### src/hdl/pdcc_pkg.sv
// Shared types and constants for the pair distance correlation counter.
package pdcc_pkg;

  // action codes of an input word
  localparam logic [1:0] ACT_LOAD  = 2'd0;
  localparam logic [1:0] ACT_CLEAR = 2'd1;
  localparam logic [1:0] ACT_RUN   = 2'd2;

  localparam int RAD_W   = 17;
  localparam int RATIO_W = 16;
  localparam int CNT_W   = 19;
  localparam int RNEXT_W = 25;
  localparam int SQ_W    = 34;
  localparam int NCNT_W  = 17;

  localparam logic [CNT_W-1:0]   COUNT_SAT      = 19'h7FFFF;
  localparam logic [RAD_W-1:0]   MIN_RADIUS_RST = 17'd1;
  localparam logic [RAD_W-1:0]   MAX_RADIUS_RST = 17'd65536;
  localparam logic [RATIO_W-1:0] RATIO_RST      = 16'd512;

  // register interface
  localparam int APB_AW = 4;
  localparam logic [1:0] REG_MIN_RADIUS   = 2'd0;
  localparam logic [1:0] REG_MAX_RADIUS   = 2'd1;
  localparam logic [1:0] REG_RADIUS_RATIO = 2'd2;

  // command queue
  localparam int Q_DEPTH = 4;
  localparam int Q_AW    = 2;
  localparam int Q_CW    = 3;

  typedef struct packed {
    logic [1:0]        action;
    logic signed [15:0] point_x;
    logic signed [15:0] point_y;
  } in_word_t;

  typedef struct packed {
    logic [RAD_W-1:0] radius;
    logic [CNT_W-1:0] pairs_within;
    logic [CNT_W-1:0] pair_total;
    logic             store_overflow;
    logic             last;
  } out_word_t;

  typedef struct packed {
    logic signed [15:0] x;
    logic signed [15:0] y;
  } point_t;

  typedef enum logic [1:0] {
    OP_LOAD,
    OP_CLEAR,
    OP_RUN
  } op_t;

  typedef struct packed {
    op_t    op;
    point_t pt;
  } cmd_t;

  typedef struct packed {
    logic [RAD_W-1:0]   min_radius;
    logic [RAD_W-1:0]   max_radius;
    logic [RATIO_W-1:0] radius_ratio;
  } cfg_t;

endpackage

### src/hdl/pdcc_back.sv
// Back end: point loads, store clear and the radius sweep over all point pairs.
module pdcc_back #(
  parameter int MAX_POINTS = 1024,
  parameter int MAX_RADII  = 64
) (
  input  logic                          clk,
  input  logic                          rst,
  input  logic                          cmd_valid,
  input  pdcc_pkg::cmd_t                cmd,
  output logic                          cmd_take,
  input  pdcc_pkg::cfg_t                cfg,
  output logic                          st_we,
  output logic [$clog2(MAX_POINTS)-1:0] st_waddr,
  output pdcc_pkg::point_t              st_wpoint,
  output logic [$clog2(MAX_POINTS)-1:0] st_raddr_a,
  output logic [$clog2(MAX_POINTS)-1:0] st_raddr_b,
  input  pdcc_pkg::point_t              st_rpoint_a,
  input  pdcc_pkg::point_t              st_rpoint_b,
  output logic                          out_valid,
  input  logic                          out_stall,
  output pdcc_pkg::out_word_t           out_word
);
  import pdcc_pkg::*;

  localparam int AW = $clog2(MAX_POINTS);
  localparam int NW = $clog2(MAX_POINTS + 1);
  localparam int KW = $clog2(MAX_RADII + 1);

  typedef enum logic [5:0] {
    S_IDLE  = 6'b000001,
    S_CHECK = 6'b000010,
    S_WALK  = 6'b000100,
    S_DRAIN = 6'b001000,
    S_STEP  = 6'b010000,
    S_EMIT  = 6'b100000
  } state_t;

  state_t               state;
  logic [NW-1:0]        count;
  logic                 ovf;
  logic [RNEXT_W-1:0]   r;
  logic [RNEXT_W-1:0]   r_nxt;
  logic [SQ_W-1:0]      r2;
  logic [KW-1:0]        k;
  logic [SQ_W-1:0]      tot_prod;
  logic [CNT_W-1:0]     pair_total;
  logic [AW-1:0]        a;
  logic [AW-1:0]        b;
  logic                 v1, v2, v3, v4;
  logic signed [16:0]   dx, dy;
  logic [31:0]          sqx, sqy;
  logic                 hit;
  logic [CNT_W-1:0]     cnt;

  logic                 load_ok;
  logic [SQ_W-1:0]      tot_mul;
  logic [SQ_W-2:0]      tot_half;
  logic [CNT_W-1:0]     tot_sat;
  logic [SQ_W-1:0]      rsq;
  logic [32:0]          step_prod;
  logic signed [33:0]   px, py;
  logic [32:0]          d2;
  logic                 last_res;
  logic                 emit_ok;

  assign load_ok   = (count < NW'(MAX_POINTS));
  assign tot_mul   = NCNT_W'(count) * NCNT_W'(count - NW'(1));
  assign tot_half  = tot_prod[SQ_W-1:1];
  assign tot_sat   = (tot_half > (SQ_W-1)'(COUNT_SAT)) ? COUNT_SAT : tot_half[CNT_W-1:0];
  assign rsq       = r[RAD_W-1:0] * r[RAD_W-1:0];
  assign step_prod = r[RAD_W-1:0] * cfg.radius_ratio;
  assign px        = dx * dx;
  assign py        = dy * dy;
  assign d2        = {1'b0, sqx} + {1'b0, sqy};
  assign last_res  = (k == KW'(MAX_RADII - 1)) || (r_nxt > RNEXT_W'(cfg.max_radius));
  assign emit_ok   = !out_valid || !out_stall;

  assign cmd_take   = (state == S_IDLE);
  assign st_we      = (state == S_IDLE) && cmd_valid && (cmd.op == OP_LOAD) && load_ok;
  assign st_waddr   = count[AW-1:0];
  assign st_wpoint  = cmd.pt;
  assign st_raddr_a = a;
  assign st_raddr_b = b;

  // distance pipeline: read, difference, square, sum and compare
  always_ff @(posedge clk) begin
    dx  <= {st_rpoint_a.x[15], st_rpoint_a.x} - {st_rpoint_b.x[15], st_rpoint_b.x};
    dy  <= {st_rpoint_a.y[15], st_rpoint_a.y} - {st_rpoint_b.y[15], st_rpoint_b.y};
    sqx <= px[31:0];
    sqy <= py[31:0];
    hit <= ({1'b0, d2} <= r2);
  end

  always_ff @(posedge clk) begin
    if (rst) begin
      state     <= S_IDLE;
      count     <= '0;
      ovf       <= 1'b0;
      v1        <= 1'b0;
      v2        <= 1'b0;
      v3        <= 1'b0;
      v4        <= 1'b0;
      out_valid <= 1'b0;
    end else begin
      v1 <= (state == S_WALK);
      v2 <= v1;
      v3 <= v2;
      v4 <= v3;
      if (v4 && hit && (cnt != COUNT_SAT)) begin
        cnt <= cnt + CNT_W'(1);
      end
      if (out_valid && !out_stall && (state != S_EMIT)) begin
        out_valid <= 1'b0;
      end
      case (state)
        S_IDLE: begin
          if (cmd_valid) begin
            case (cmd.op)
              OP_LOAD: begin
                if (load_ok) begin
                  count <= count + NW'(1);
                end else begin
                  ovf <= 1'b1;
                end
              end
              OP_CLEAR: begin
                count <= '0;
                ovf   <= 1'b0;
              end
              OP_RUN: begin
                r        <= RNEXT_W'(cfg.min_radius);
                k        <= '0;
                tot_prod <= tot_mul;
                state    <= S_CHECK;
              end
              default: ;
            endcase
          end
        end
        S_CHECK: begin
          pair_total <= tot_sat;
          r2         <= rsq;
          a          <= '0;
          b          <= AW'(1);
          cnt        <= '0;
          if (r > RNEXT_W'(cfg.max_radius)) begin
            state <= S_IDLE;
          end else if (count < NW'(2)) begin
            state <= S_STEP;
          end else begin
            state <= S_WALK;
          end
        end
        S_WALK: begin
          if (NW'(b) == count - NW'(1)) begin
            if (NW'(a) == count - NW'(2)) begin
              state <= S_DRAIN;
            end else begin
              a <= a + AW'(1);
              b <= a + AW'(2);
            end
          end else begin
            b <= b + AW'(1);
          end
        end
        S_DRAIN: begin
          if (!(v1 || v2 || v3 || v4)) begin
            state <= S_STEP;
          end
        end
        S_STEP: begin
          r_nxt <= step_prod[32:8];
          state <= S_EMIT;
        end
        S_EMIT: begin
          if (emit_ok) begin
            out_valid               <= 1'b1;
            out_word.radius         <= r[RAD_W-1:0];
            out_word.pairs_within   <= cnt;
            out_word.pair_total     <= pair_total;
            out_word.store_overflow <= ovf;
            out_word.last           <= last_res;
            r                       <= r_nxt;
            k                       <= k + KW'(1);
            state                   <= last_res ? S_IDLE : S_CHECK;
          end
        end
        default: state <= S_IDLE;
      endcase
    end
  end

endmodule

### config.mk
export PLATFORM = sky130hd
export DESIGN_NAME = pdcc_back
export DESIGN_NICKNAME = d
export VERILOG_FILES = /design/src/hdl/pdcc_pkg.sv /design/src/hdl/pdcc_back.sv
export SDC_FILE = /design/constraint.sdc
export NUM_CORES = 2
export LEC_CHECK = 0
export BUFFER_PORTS_ARGS = -buffer_cell sky130_fd_sc_hd__buf_2
export CORE_MARGIN = 2
export CORE_UTILIZATION = 65
export DETAILED_ROUTE_END_ITERATION = 7
export GPL_TIMING_DRIVEN = 0
export MAX_ROUTING_LAYER = met4
export PLACE_DENSITY = 0.8
export SYNTH_ARGS = -nofsm -noshare
export SYNTH_HDL_FRONTEND = slang
export SYNTH_SLANG_ARGS = --single-unit
### constraint.sdc
create_clock -name clk -period 14.2 [get_ports clk]
set_input_delay 2.13 -clock clk [delete_from_list [all_inputs] [get_ports clk]]
set_output_delay 2.13 -clock clk [all_outputs]
set_load 0.1 [all_outputs]
==> reports/qor.txt <==
Outcome = completed
Post-synthesis mux area share = 0.00165
Unique masters post-synth = 85
Final Setup Violations = 0
Detail Placement HPWL = 110000 µm
Period utilisation layout = 0.599
Final Wtd Congestion = 0.953
Yosys warnings = 0
Die H = 302 µm
TritonRoute pass-1 iters = 6
Worst-margin pin slew = 1.00 ns
Initial DRC count = 2513
Share of the synthesized area in the top cell type = 0.363
# port buffers = 240
First-pass GRT wire length = 222000 µm
Sink Count = 352
Largest net degree at the start of global routing = 35
Number of global-route vias before repair = 44.4k
Seq/Total Area, Yosys = 0.162
Area of the core = 88200 µm²
Post-Synthesis Cell Area = 57700 µm²
Crit path arrival time = 8.84 ns
H-tree Lvls = 2
Dominant cells by area after synthesis = fa_1 (36%), ha_1 (13%), edfxtp_1 (12%)
Area Overhead vs Synth = 7.59%
Ratio of cells with drive above 1 in the final layout = 0.0673
Clock Pin Slew Worst Setup and Hold Paths = 0.06 ns
Slew margin rel. = 0.333
Gr ovfl total = 0
Die area = 91200 µm²
Filler Cell Count = 6657
Unrepaired setup endpoints after global routing = false
Post-synthesis simple-gate area fraction = 0.129
Final Max Tran Viols = 0
Post-cts sizing count = 0
Row count = 109
Largest area contributor in the netlist = fa_1
Asr flop ratio synth = 0
Setup Buffers After CTS = 0
WL final = 133000 µm
Compound-Gate Fraction of Synth Area = 0.0620
Commonest non-fill, non-tap cell in the layout = inv_1
# nets final = 8102
XOR/XNOR Fraction of Synth Area = 0.0434
Die Span X = 302 µm
WL/cell = 17.7 µm
WS Path Type = input port to flip-flop
# hold bufs at CTS = 0
Post-Synth Adder-Cell Area = 0.490
Post-synthesis register bit count = 352
Type of the most critical hold path = flip-flop to flip-flop
Clk Tree Root Cell = clkbuf_16
Top FF cell, synth = edfxtp_1
Most frequent cells in the layout = inv_1 (1453), fa_1 (1048), ha_1 (586)
Max Fclk = 0.118 GHz
Total CTS buffers = 41
Clk_lat worst skew = 0.61 ns
Total track usage = 0.318
Mean Syn Cell Area = 9.64 µm²
EDFF count, synth = 232
Post-route ant nets = 0
Via count = 41.3k
Final Hold Violating Endpoints = 0
CTS max path bufs = 3
Max-cap violations = 0
Number of antenna violations at the first check in global routing = 6
Avg Vias per Cell = 5.49
Min cycle time layout = 8.51 ns
Main combinational cell family by area after synthesis = adder cells
Initial Util = 0.654
TritonCTS clock tree = yes
Final Skew = 0.0374 ns
# DRC = 0
Syn Inst Count = 5993
Crit start category = input port
Setup_tns = 0 ns
Crit path max fanout = 10
Io pins = 274
CP Capture Type = flip-flop
WP data required = 14.53 ns
-- logic make-up after synthesis --
family / after synthesis
AOI/OAI and AO/OA: 530
xor gates and xnor gates: 286
adders and majority gates: 1634
buffers and inverters: 1665
DFF: 352
muxes: 9
other: 2
and+or+nand+nor: 1515
-- cell type report --
type / instances / area, µm² / area share
sequential: 352 / 9370 / 0.151
clock buffer: 48 / 1090 / 0.0176
buffer: 209 / 943 / 0.0152
antenna: 6 / 15.0 / 0.000242
tap: 1165 / 1460 / 0.0235
multi-input combinational: 4003 / 42100 / 0.678
timing repair buffer: 253 / 1350 / 0.0218
clock inverter: 28 / 332 / 0.00534
inverter: 1456 / 5470 / 0.0880
-- critical path, stage by stage --
cell and delay [ns]:
buf_2 0.20, clkbuf_1 0.50, nand2_1 0.17, fa_1 0.58, inv_1 0.05, fa_1 0.47, fa_1 0.53, inv_1 0.06
fa_1 0.59, fa_1 0.45, fa_1 0.50, inv_1 0.04, ha_1 0.32, a21o_1 0.17, a21oi_1 0.13, o21ai_0 0.19
o41ai_4 0.55, o21ai_2 0.21, o311ai_4 0.36, a31oi_2 0.22, nor4b_1 0.30, a221oi_1 0.11
-- sequential cells by signal, indices dropped and copies added, names as in the netlist, 11 cells and up --
| name | count |
|---|---|
| dy | 17 |
| tot_prod | 27 |
| count | 11 |
| r | 25 |
| pair_total | 19 |
| r2 | 33 |
| sqy | 31 |
| sqx | 31 |
| out_word | 57 |
| r_nxt | 25 |
| cnt | 19 |
| dx | 17 |
-- synthesized netlist by cell type (5+ instances only) --
cell,n
a211o_1,5
a211oi_1,34
a21boi_0,12
a21o_1,89
a21oi_1,152
a31oi_1,7
and2_1,328
and3_1,23
buf_4,42
clkbuf_1,166
dfxtp_1,120
edfxtp_1,232
fa_1,1048
ha_1,586
inv_1,1453
mux2i_1,5
nand2_1,524
nand2b_1,80
nand3_1,72
nand3b_1,7
nand4_1,34
nand4b_1,6
nor2_1,254
nor2b_1,64
nor3_1,39
nor4_1,20
o211ai_1,12
o21a_1,33
o21ai_0,92
o21bai_1,18
o31ai_1,6
or2_2,27
or3_1,16
xnor2_1,194
xor2_1,92
-- stage by stage --
step / hold WS, ns / worst slack (ns) / area, µm² / std cells / utilization
floorplan: 0.400 / 6.20 / 57800 / 6020 / -
global placement: 0.405 / 3.75 / 60500 / 7425 / 0.686
detailed placement: 0.406 / 5.18 / 60700 / 7438 / 0.688
CTS: 0.420 / 5.81 / 62100 / 7514 / 0.704
global route: 0.424 / 5.35 / 62100 / 7519 / 0.704
finish: 0.418 / 5.69 / 62100 / 7520 / 0.704
-- per-layer routing --
layer | up-vias | routed length (µm) | share of wire | global-route usage
met5 | - | 0 | 0 | -
met4 | 0 | 4920 | 0.037 | 0.104
met3 | 317 | 9510 | 0.072 | 0.0485
met2 | 1456 | 66100 | 0.50 | 0.533
met1 | 20623 | 52300 | 0.39 | 0.399
li1 | 18922 | - | - | -
-- worst paths after layout --
check                               startpoint  slack (ns)  cells after the start            to
worst max-delay path                    cfg[4]        5.69                     22     r_nxt[23]
worst min-delay path            pair_total[16]        0.42                      0  out_word[18]
worst max register to register        count[0]        5.76                     30  tot_prod[21]
worst min register to register  pair_total[16]        0.42                      0  out_word[18]
Power is not shown: default switching activity piles up to over one toggle a cycle in this logic, so the estimate is an artifact.
