### config.mk
export PLATFORM = sky130hd
export DESIGN_NAME = pdcc_front
export DESIGN_NICKNAME = d
export VERILOG_FILES = /design/src/hdl/pdcc_pkg.sv /design/src/hdl/pdcc_front.sv
export SDC_FILE = /design/constraint.sdc
export NUM_CORES = 1
export LEC_CHECK = 0
export BUFFER_PORTS_ARGS = -buffer_cell sky130_fd_sc_hd__buf_2
export CORE_ASPECT_RATIO = 0.5
export CORE_MARGIN = 2
export CORE_UTILIZATION = 55
export CTS_CLUSTER_DIAMETER = 80
export DETAILED_ROUTE_END_ITERATION = 8
export PLACE_DENSITY = 0.77
export SYNTH_ARGS = -nofsm -noshare
export SYNTH_HDL_FRONTEND = slang
export SYNTH_SLANG_ARGS = --single-unit
### constraint.sdc
create_clock -name clk -period 2.6 [get_ports clk]
set_input_delay 0.13 -clock clk [delete_from_list [all_inputs] [get_ports clk]]
set_output_delay 0.13 -clock clk [all_outputs]
set_load 0.005 [all_outputs]
### src/hdl/pdcc_pkg.sv
// Shared types and constants for the pair distance correlation counter.
package pdcc_pkg;

  // action codes of an input word
  localparam logic [1:0] ACT_LOAD  = 2'd0;
  localparam logic [1:0] ACT_CLEAR = 2'd1;
  localparam logic [1:0] ACT_RUN   = 2'd2;

  localparam int RAD_W   = 17;
  localparam int RATIO_W = 16;
  localparam int CNT_W   = 19;
  localparam int RNEXT_W = 25;
  localparam int SQ_W    = 34;
  localparam int NCNT_W  = 17;

  localparam logic [CNT_W-1:0]   COUNT_SAT      = 19'h7FFFF;
  localparam logic [RAD_W-1:0]   MIN_RADIUS_RST = 17'd1;
  localparam logic [RAD_W-1:0]   MAX_RADIUS_RST = 17'd65536;
  localparam logic [RATIO_W-1:0] RATIO_RST      = 16'd512;

  // register interface
  localparam int APB_AW = 4;
  localparam logic [1:0] REG_MIN_RADIUS   = 2'd0;
  localparam logic [1:0] REG_MAX_RADIUS   = 2'd1;
  localparam logic [1:0] REG_RADIUS_RATIO = 2'd2;

  // command queue
  localparam int Q_DEPTH = 4;
  localparam int Q_AW    = 2;
  localparam int Q_CW    = 3;

  typedef struct packed {
    logic [1:0]        action;
    logic signed [15:0] point_x;
    logic signed [15:0] point_y;
  } in_word_t;

  typedef struct packed {
    logic [RAD_W-1:0] radius;
    logic [CNT_W-1:0] pairs_within;
    logic [CNT_W-1:0] pair_total;
    logic             store_overflow;
    logic             last;
  } out_word_t;

  typedef struct packed {
    logic signed [15:0] x;
    logic signed [15:0] y;
  } point_t;

  typedef enum logic [1:0] {
    OP_LOAD,
    OP_CLEAR,
    OP_RUN
  } op_t;

  typedef struct packed {
    op_t    op;
    point_t pt;
  } cmd_t;

  typedef struct packed {
    logic [RAD_W-1:0]   min_radius;
    logic [RAD_W-1:0]   max_radius;
    logic [RATIO_W-1:0] radius_ratio;
  } cfg_t;

endpackage

### src/hdl/pdcc_front.sv
// Front end: accepts input words, classifies the action, queues commands.
module pdcc_front (
  input  logic               clk,
  input  logic               rst,
  input  logic               in_valid,
  output logic               in_stall,
  input  pdcc_pkg::in_word_t in_word,
  output logic               cmd_valid,
  output pdcc_pkg::cmd_t     cmd,
  input  logic               cmd_take
);
  import pdcc_pkg::*;

  cmd_t            q [Q_DEPTH];
  logic [Q_AW-1:0] wptr;
  logic [Q_AW-1:0] rptr;
  logic [Q_CW-1:0] q_count;
  cmd_t            dec;
  logic            keep;
  logic            push;
  logic            pop;

  always_comb begin
    dec.pt.x = in_word.point_x;
    dec.pt.y = in_word.point_y;
    dec.op   = OP_LOAD;
    keep     = 1'b1;
    case (in_word.action)
      ACT_LOAD:  dec.op = OP_LOAD;
      ACT_CLEAR: dec.op = OP_CLEAR;
      ACT_RUN:   dec.op = OP_RUN;
      default:   keep = 1'b0;
    endcase
  end

  assign in_stall  = (q_count == Q_CW'(Q_DEPTH));
  assign cmd_valid = (q_count != '0);
  assign cmd       = q[rptr];
  assign push      = in_valid && !in_stall && keep;
  assign pop       = cmd_take && cmd_valid;

  always_ff @(posedge clk) begin
    if (push) begin
      q[wptr] <= dec;
    end
  end

  always_ff @(posedge clk) begin
    if (rst) begin
      wptr    <= '0;
      rptr    <= '0;
      q_count <= '0;
    end else begin
      if (push) begin
        wptr <= wptr + Q_AW'(1);
      end
      if (pop) begin
        rptr <= rptr + Q_AW'(1);
      end
      if (push && !pop) begin
        q_count <= q_count + Q_CW'(1);
      end else if (pop && !push) begin
        q_count <= q_count - Q_CW'(1);
      end
    end
  end

endmodule

==> impl_metrics.json, run 1 <==
{
  "seqPwrFrac_pct": 42.9,
  "finalCriticalPeriod_ps": 2400,
  "total_leakage_power_nw": 2.42,
  "grt-busiest-layer": "met2",
  "pwr-share-comb_pct": 19.2,
  "crit_cells": 8,
  "layout.cells.most_common": "edfxtp_1",
  "yosysTopAreaCell": "edfxtp_1",
  "cts_buffer_depth": 2,
  "seq_area_frac_synth_pct": 78.8,
  "clock-sinks": 145,
  "cp_cell_sequence": "nor3b_2 -> a211oi_4 -> ha_1 -> inv_1 -> fa_1 -> xor2_1 -> or3_1 -> a21oi_1",
  "clkTransAtPathRegs_ps": 60,
  "synthesis.area_sq_mm": 0.00541,
  "grt_pass1_wl_mm": 15.7,
  "syn-num-nets": 272,
  "cap_violations": 0,
  "min_from": "cmd_take",
  "grtUsageMet2_pct": 36.0,
  "ys_seq_elements": 145,
  "cts_resized": 0,
  "yosysWarnings": 0,
  "crit_path_max_fanout": 7,
  "worstSkewPairLatency_ps": 410,
  "wl_per_cell_microns": 20.7,
  "cp.buffers_inverters": 1,
  "cts_buffers": 17,
  "via_per_inst": 5.34,
  "synthTopCellsByArea": "edfxtp_1 75%, mux4_2 14%, dfxtp_1 3.3%",
  "num_rows": 25,
  "critPathTopFamily": "adder cells",
  "cp-startpoint": "q_count[0]$_SDFFE_PP0P_",
  "drtAntennaViolNets": 0,
  "drv_slew": 0,
  "netlist_instances": 228,
  "rsz0062_at_grt": "false",
  "cts_root_buffer": "clkbuf_16",
  "cts_tree": "yes",
  "drcViolationCount": 0,
  "io_pins": 74,
  "multi_input_area_sq_mm": 0.00108,
  "grt-ovfl-total": 0,
  "vias": 2659,
  "netlist.area_leader.share_pct": 75.5,
  "grt_use_met1_pct": 26.6,
  "status": "finished, final reports clean",
  "routed_wirelength_mm": 10.3,
  "portBuffers": 73,
  "reg2reg_from": "q_count[0]$_SDFFE_PP0P_",
  "antenna_cells": 0,
  "drive_gt1_share_pct": 42.7,
  "finalCritPeriodShare_pct": 92.5,
  "path_class": "flip-flop to flip-flop",
  "die_h_microns": 74.1,
  "antenna_found_initial": 0,
  "hold_viol_final": 0,
  "switching_share_pct": 24.5,
  "timing.setup.tns_ps": 0,
  "power_density_mw_per_mm2": 970,
  "yosys.cell_types.count": 25,
  "hold_class": "primary input to flip-flop",
  "coreArea_sq_mm": 0.00951,
  "ir_drop_v": 0.000574,
  "grt_start_max_net_pins": 30,
  "p_switching_mw": 1.66,
  "synthToLayoutAreaGrowth_pct": 28.6,
  "max_slew_margin_pct": 66.4,
  "initial_core_util_pct": 56.9,
  "layout_common_cells": "136 x edfxtp_1, 73 x buf_2, 34 x mux4_2, 33 x dlygate4sd3_1, 17 x clkbuf_16",
  "drt_iter0_drc": 206,
  "holdPathStages": 4,
  "die_x_microns": 144,
  "endpoint_kind": "flip-flop",
  "clkPwrFrac_pct": 37.9,
  "syn_avg_cell_area_sq_um": 23.7,
  "cp-start-kind": "flip-flop",
  "nFillCells": 563,
  "grt_use_met3_pct": 5.09,
  "skew_ps": 12.2,
  "clock.fmax_mhz": 416,
  "regArea_sq_mm": 0.00427,
  "worst_slew_pin_slew_ps": 504,
  "cp.required_ps": 2940,
  "rrSetupSlack_ps": 200,
  "regToRegEndpoint": "q_count[2]$_SDFFE_PP0P_",
  "utilization_pct": 73.2,
  "p_int_mw": 5.10,
  "reg2reg_depth": 8,
  "cp.arrival_ps": 2750,
  "slowest_stage": "dfxtp_1",
  "grt_pass1_vias": 2899,
  "crit_end": "q_count[2]$_SDFFE_PP0P_",
  "critPathMaxStageDelay_ps": 470,
  "fp.dieArea_sq_mm": 0.0107,
  "htree_levels": 4,
  "post_cts_buffers": 0,
  "dr.pass1.iters": 4,
  "setup_viol": 0,
  "gp_congestion": 0.767,
  "dp_hpwl_mm": 5.95,
  "grt_usage_pct": 21.0,
  "nNetsFinal": 394
}
-- tightest hold or removal path, delay by kind of cell --
| kind | cells | cell delay, ps |
|---|---|---|
| buffers and inverters | 1 | 110 |
| AO/OA/AOI/OAI | 1 | 80 |
| AND/OR/NAND/NOR | 1 | 70 |
| XOR/XNOR | 1 | 80 |
-- synth_stat cells --
library cell / count
o21ai_0: 1
inv_1: 4
fa_1: 1
mux2i_1: 2
a21oi_1: 1
or3_1: 1
buf_2: 4
buf_6: 3
o311ai_0: 1
mux4_2: 34
and2_1: 4
ha_1: 5
xor2_1: 4
clkbuf_1: 1
or3_2: 1
nand2b_1: 2
o31ai_2: 1
mux2_4: 1
nor3b_2: 1
dfxtp_1: 9
a211oi_4: 1
nor2b_1: 2
buf_1: 1
edfxtp_1: 136
nor2_1: 7
-- per-stage QoR --
stage | cell area (sq um) | hold slack [ps] | setup slack, ps | total power, mW | instances
2_1_floorplan | 5410 | 229 | 435 | 3.73 | 228
3_3_place_gp | 6000 | 339 | 362 | 4.14 | 433
3_5_place_dp | 6000 | 348 | 159 | 4.21 | 433
4_1_cts | 6960 | 90.6 | 126 | 6.83 | 498
5_1_grt | 6960 | 109 | 50.8 | 7.02 | 498
6_report | 6960 | 100 | 195 | 6.76 | 498
-- per-layer routing --
layer  wire length (microns)  vias up
met1                    4190     1379
met2                    5540       77
met3                     449       13
met5                       0        -
met4                     119        0
li1                        -     1190
-- sequential cells by signal, summed over array words and instances (netlist names), named ones only --
name	count
q	136
rptr	2
wptr	2
q_count	3
-- timing repair --
item	4_1_cts	5_1_grt
endpoints found under the hold margin	132	0
hold buffers	33	0
setup endpoints to repair	0	1
-- area by class of cell --
type / count / share of cell area [%]
clock inverters: 15 / 2.95
multi-input cells: 70 / 15.5
flip-flops and latches: 145 / 61.3
inverters: 4 / 0.216
well taps: 135 / 2.43
clock buffers: 17 / 6.11
repair buffers: 112 / 11.5
-- worst min path at each step --
| stage | to | slack, ps |
|---|---|---|
| finish | rptr[0]$_SDFFE_PP0P_ | 100 |
| global route | rptr[0]$_SDFFE_PP0P_ | 110 |
| CTS | rptr[0]$_SDFFE_PP0P_ | 90 |
| detailed placement | q[2][2]$_DFFE_PP_ | 350 |
| global placement | q[2][27]$_DFFE_PP_ | 340 |
| floorplan | q[0][0]$_DFFE_PP_ | 230 |
-- power groups by stage --
stage                     clock [mW]  sequential, mW  combinational (mW)
after global placement             0            2.93                1.22
after detailed placement           0            2.95                1.27
final                           2.56            2.90                1.29
after CTS                       2.60            2.91                1.32
after global routing            2.69            2.92                1.41
after floorplan                    0            2.88               0.855
-- logic make-up (layout without fill, tap and decap cells) --
kind of cell,after synthesis,in the layout,synth area share (%)
compound gates,5,5,0.948
xor+xnor,4,4,0.647
fa+ha+maj,6,6,1.53
buf+inv,13,148,1.41
flops,145,145,78.8
mux,37,37,14.8
simple gates,18,18,1.90
(Power assumes the default switching activity.)
==> inputs of run 2 (changes only) <==
==> constraint.sdc (replaced) <==
create_clock -name clk -period 2.9 [get_ports clk]
set_input_delay 0.145 -clock clk [delete_from_list [all_inputs] [get_ports clk]]
set_output_delay 0.145 -clock clk [all_outputs]
set_load 0.005 [all_outputs]
==> impl_metrics.json, run 2 (synthesis gave the netlist of run 1 again) <==
{
  "status": "finished, final reports clean",
  "drtAntennaViolNets": 0,
  "max_slew_margin_pct": 43.5,
  "gp_congestion": 0.697,
  "timing.setup.tns_ps": 0,
  "hold_class": "primary input to flip-flop",
  "portBuffers": 73,
  "worstSkewPairLatency_ps": 410,
  "instances_no_fill": 498,
  "finalCritPeriodShare_pct": 83.1,
  "seqPwrFrac_pct": 44.0,
  "layout_common_cells": "136 x edfxtp_1, 73 x buf_2, 34 x mux4_2, 32 x dlygate4sd3_1, 17 x clkbuf_16",
  "coreArea_sq_mm": 0.00951,
  "largest_register": "q",
  "largest_reg_flops": 136,
  "rsz0062_at_grt": "false",
  "vias": 2733,
  "via_per_inst": 5.49,
  "cts_root_buffer": "clkbuf_16",
  "clock-sinks": 145,
  "layout.cells.most_common": "edfxtp_1",
  "crit_path_max_fanout": 7,
  "setup_viol": 0,
  "cap_violations": 0,
  "power_density_mw_per_mm2": 868,
  "dp_hpwl_mm": 5.74,
  "grt_start_max_net_pins": 35,
  "die_x_microns": 144,
  "nNetsFinal": 394,
  "skew_ps": 5.97,
  "pwr-share-comb_pct": 18.8,
  "grt_pass1_wl_mm": 16.1,
  "cts_buffers": 17,
  "cts_buffer_depth": 2,
  "wl_per_cell_microns": 21.4,
  "grt-ovfl-total": 0,
  "grt_pass1_vias": 2800,
  "cp.arrival_ps": 2750,
  "htree_levels": 4,
  "cts_tree": "yes",
  "top_regs": "q x136, q_count x3",
  "critPathMaxStageDelay_ps": 500,
  "antenna_found_initial": 0,
  "critPathTopFamily": "adder cells",
  "drv_slew": 0,
  "initial_core_util_pct": 56.9,
  "routed_wirelength_mm": 10.6,
  "io_pins": 74,
  "worst_slew_pin_slew_ps": 848,
  "switching_share_pct": 23.5,
  "grt_usage_pct": 21.8,
  "p_total_mw": 5.98,
  "cp-start-kind": "flip-flop",
  "cp_cell_sequence": "nor3b_2 -> a211oi_4 -> ha_1 -> inv_1 -> fa_1 -> xor2_1 -> or3_1 -> a21oi_1",
  "drcViolationCount": 0,
  "finalCriticalPeriod_ps": 2410,
  "num_rows": 25,
  "clock.fmax_mhz": 415,
  "cp.buffers_inverters": 1,
  "clkPwrFrac_pct": 37.2,
  "ir_drop_v": 0.000531,
  "antenna_cells": 0,
  "dp.cells": 434,
  "total_leakage_power_nw": 2.41,
  "die_h_microns": 74.1,
  "p_int_mw": 4.58,
  "synthToLayoutAreaGrowth_pct": 27.3,
  "utilization_pct": 72.5,
  "fp.dieArea_sq_mm": 0.0107,
  "p_switching_mw": 1.40,
  "drt_iter0_drc": 219,
  "slowest_stage": "dfxtp_1",
  "cp.required_ps": 3240,
  "drive_gt1_share_pct": 41.6,
  "hold_viol_final": 0,
  "dr.pass1.iters": 4,
  "endpoint_kind": "flip-flop",
  "clkTransAtPathRegs_ps": 50,
  "path_class": "flip-flop to flip-flop"
}
run 2: cell types whose count changed in the layout (fill, tap and decap cells not counted), moves of 3 or more:
cell	change
buf_4	+5
clkbuf_1	+5
clkbuf_8	+5
buf_12	-4
inv_6	-4
clkinv_4	-3
run 2: path summary, 6_finish.rpt:
path | from | to | slack (ps) | depth (start not counted)
setup / recovery | q_count[0]$_SDFFE_PP0P_ | q_count[2]$_SDFFE_PP0P_ | 490 | 8
hold / removal | rst | flip-flop | 30 | 2
setup reg to reg | q_count[0]$_SDFFE_PP0P_ | q_count[2]$_SDFFE_PP0P_ | 490 | 8
hold reg to reg | wptr[1]$_SDFFE_PP0P_ | wptr[1]$_SDFFE_PP0P_ | 530 | 2
run 2: what timing repair did:
item,in CTS,in global routing
hold endpoints to repair,128,0
setup buffers,0,0
gates resized for setup,0,0
hold buffers,32,0
run 2: per-layer routing:
metal / track usage [%] / routed length (microns) / vias to the layer above
met5: 0 / 0 / -
met4: 7.87 / 148 / 0
met3: 6.83 / 649 / 18
met2: 36.8 / 5450 / 106
met1: 27.7 / 4390 / 1415
li1: - / - / 1194
run 2: power by group through the flow:
stage	registers (mW)	logic (mW)	clock network, mW
CTS	2.63	1.14	2.24
global route	2.65	1.23	2.34
floorplan	2.58	0.767	0
detailed placement	2.67	1.08	0
global placement	2.65	1.06	0
finish	2.63	1.12	2.23
run 2: cell type report:
type | count | area, sq um
Multi-Input combinational cell | 70 | 1080
Clock buffer | 27 | 513
Timing Repair Buffer | 112 | 751
Fill cell | 561 | 2620
Clock inverter | 5 | 98.8
Sequential cell | 145 | 4270
Inverter | 4 | 15.0
Tap cell | 135 | 169
run 2: stage by stage:
stage          worst slack, ps  hold slack [ps]  area, sq um
3_5_place_dp               514              360         5960
5_1_grt                    307             39.3         6890
4_1_cts                    491             18.2         6890
6_report                   490             31.2         6890
3_3_place_gp               652              356         5960
2_1_floorplan              735              244         5410
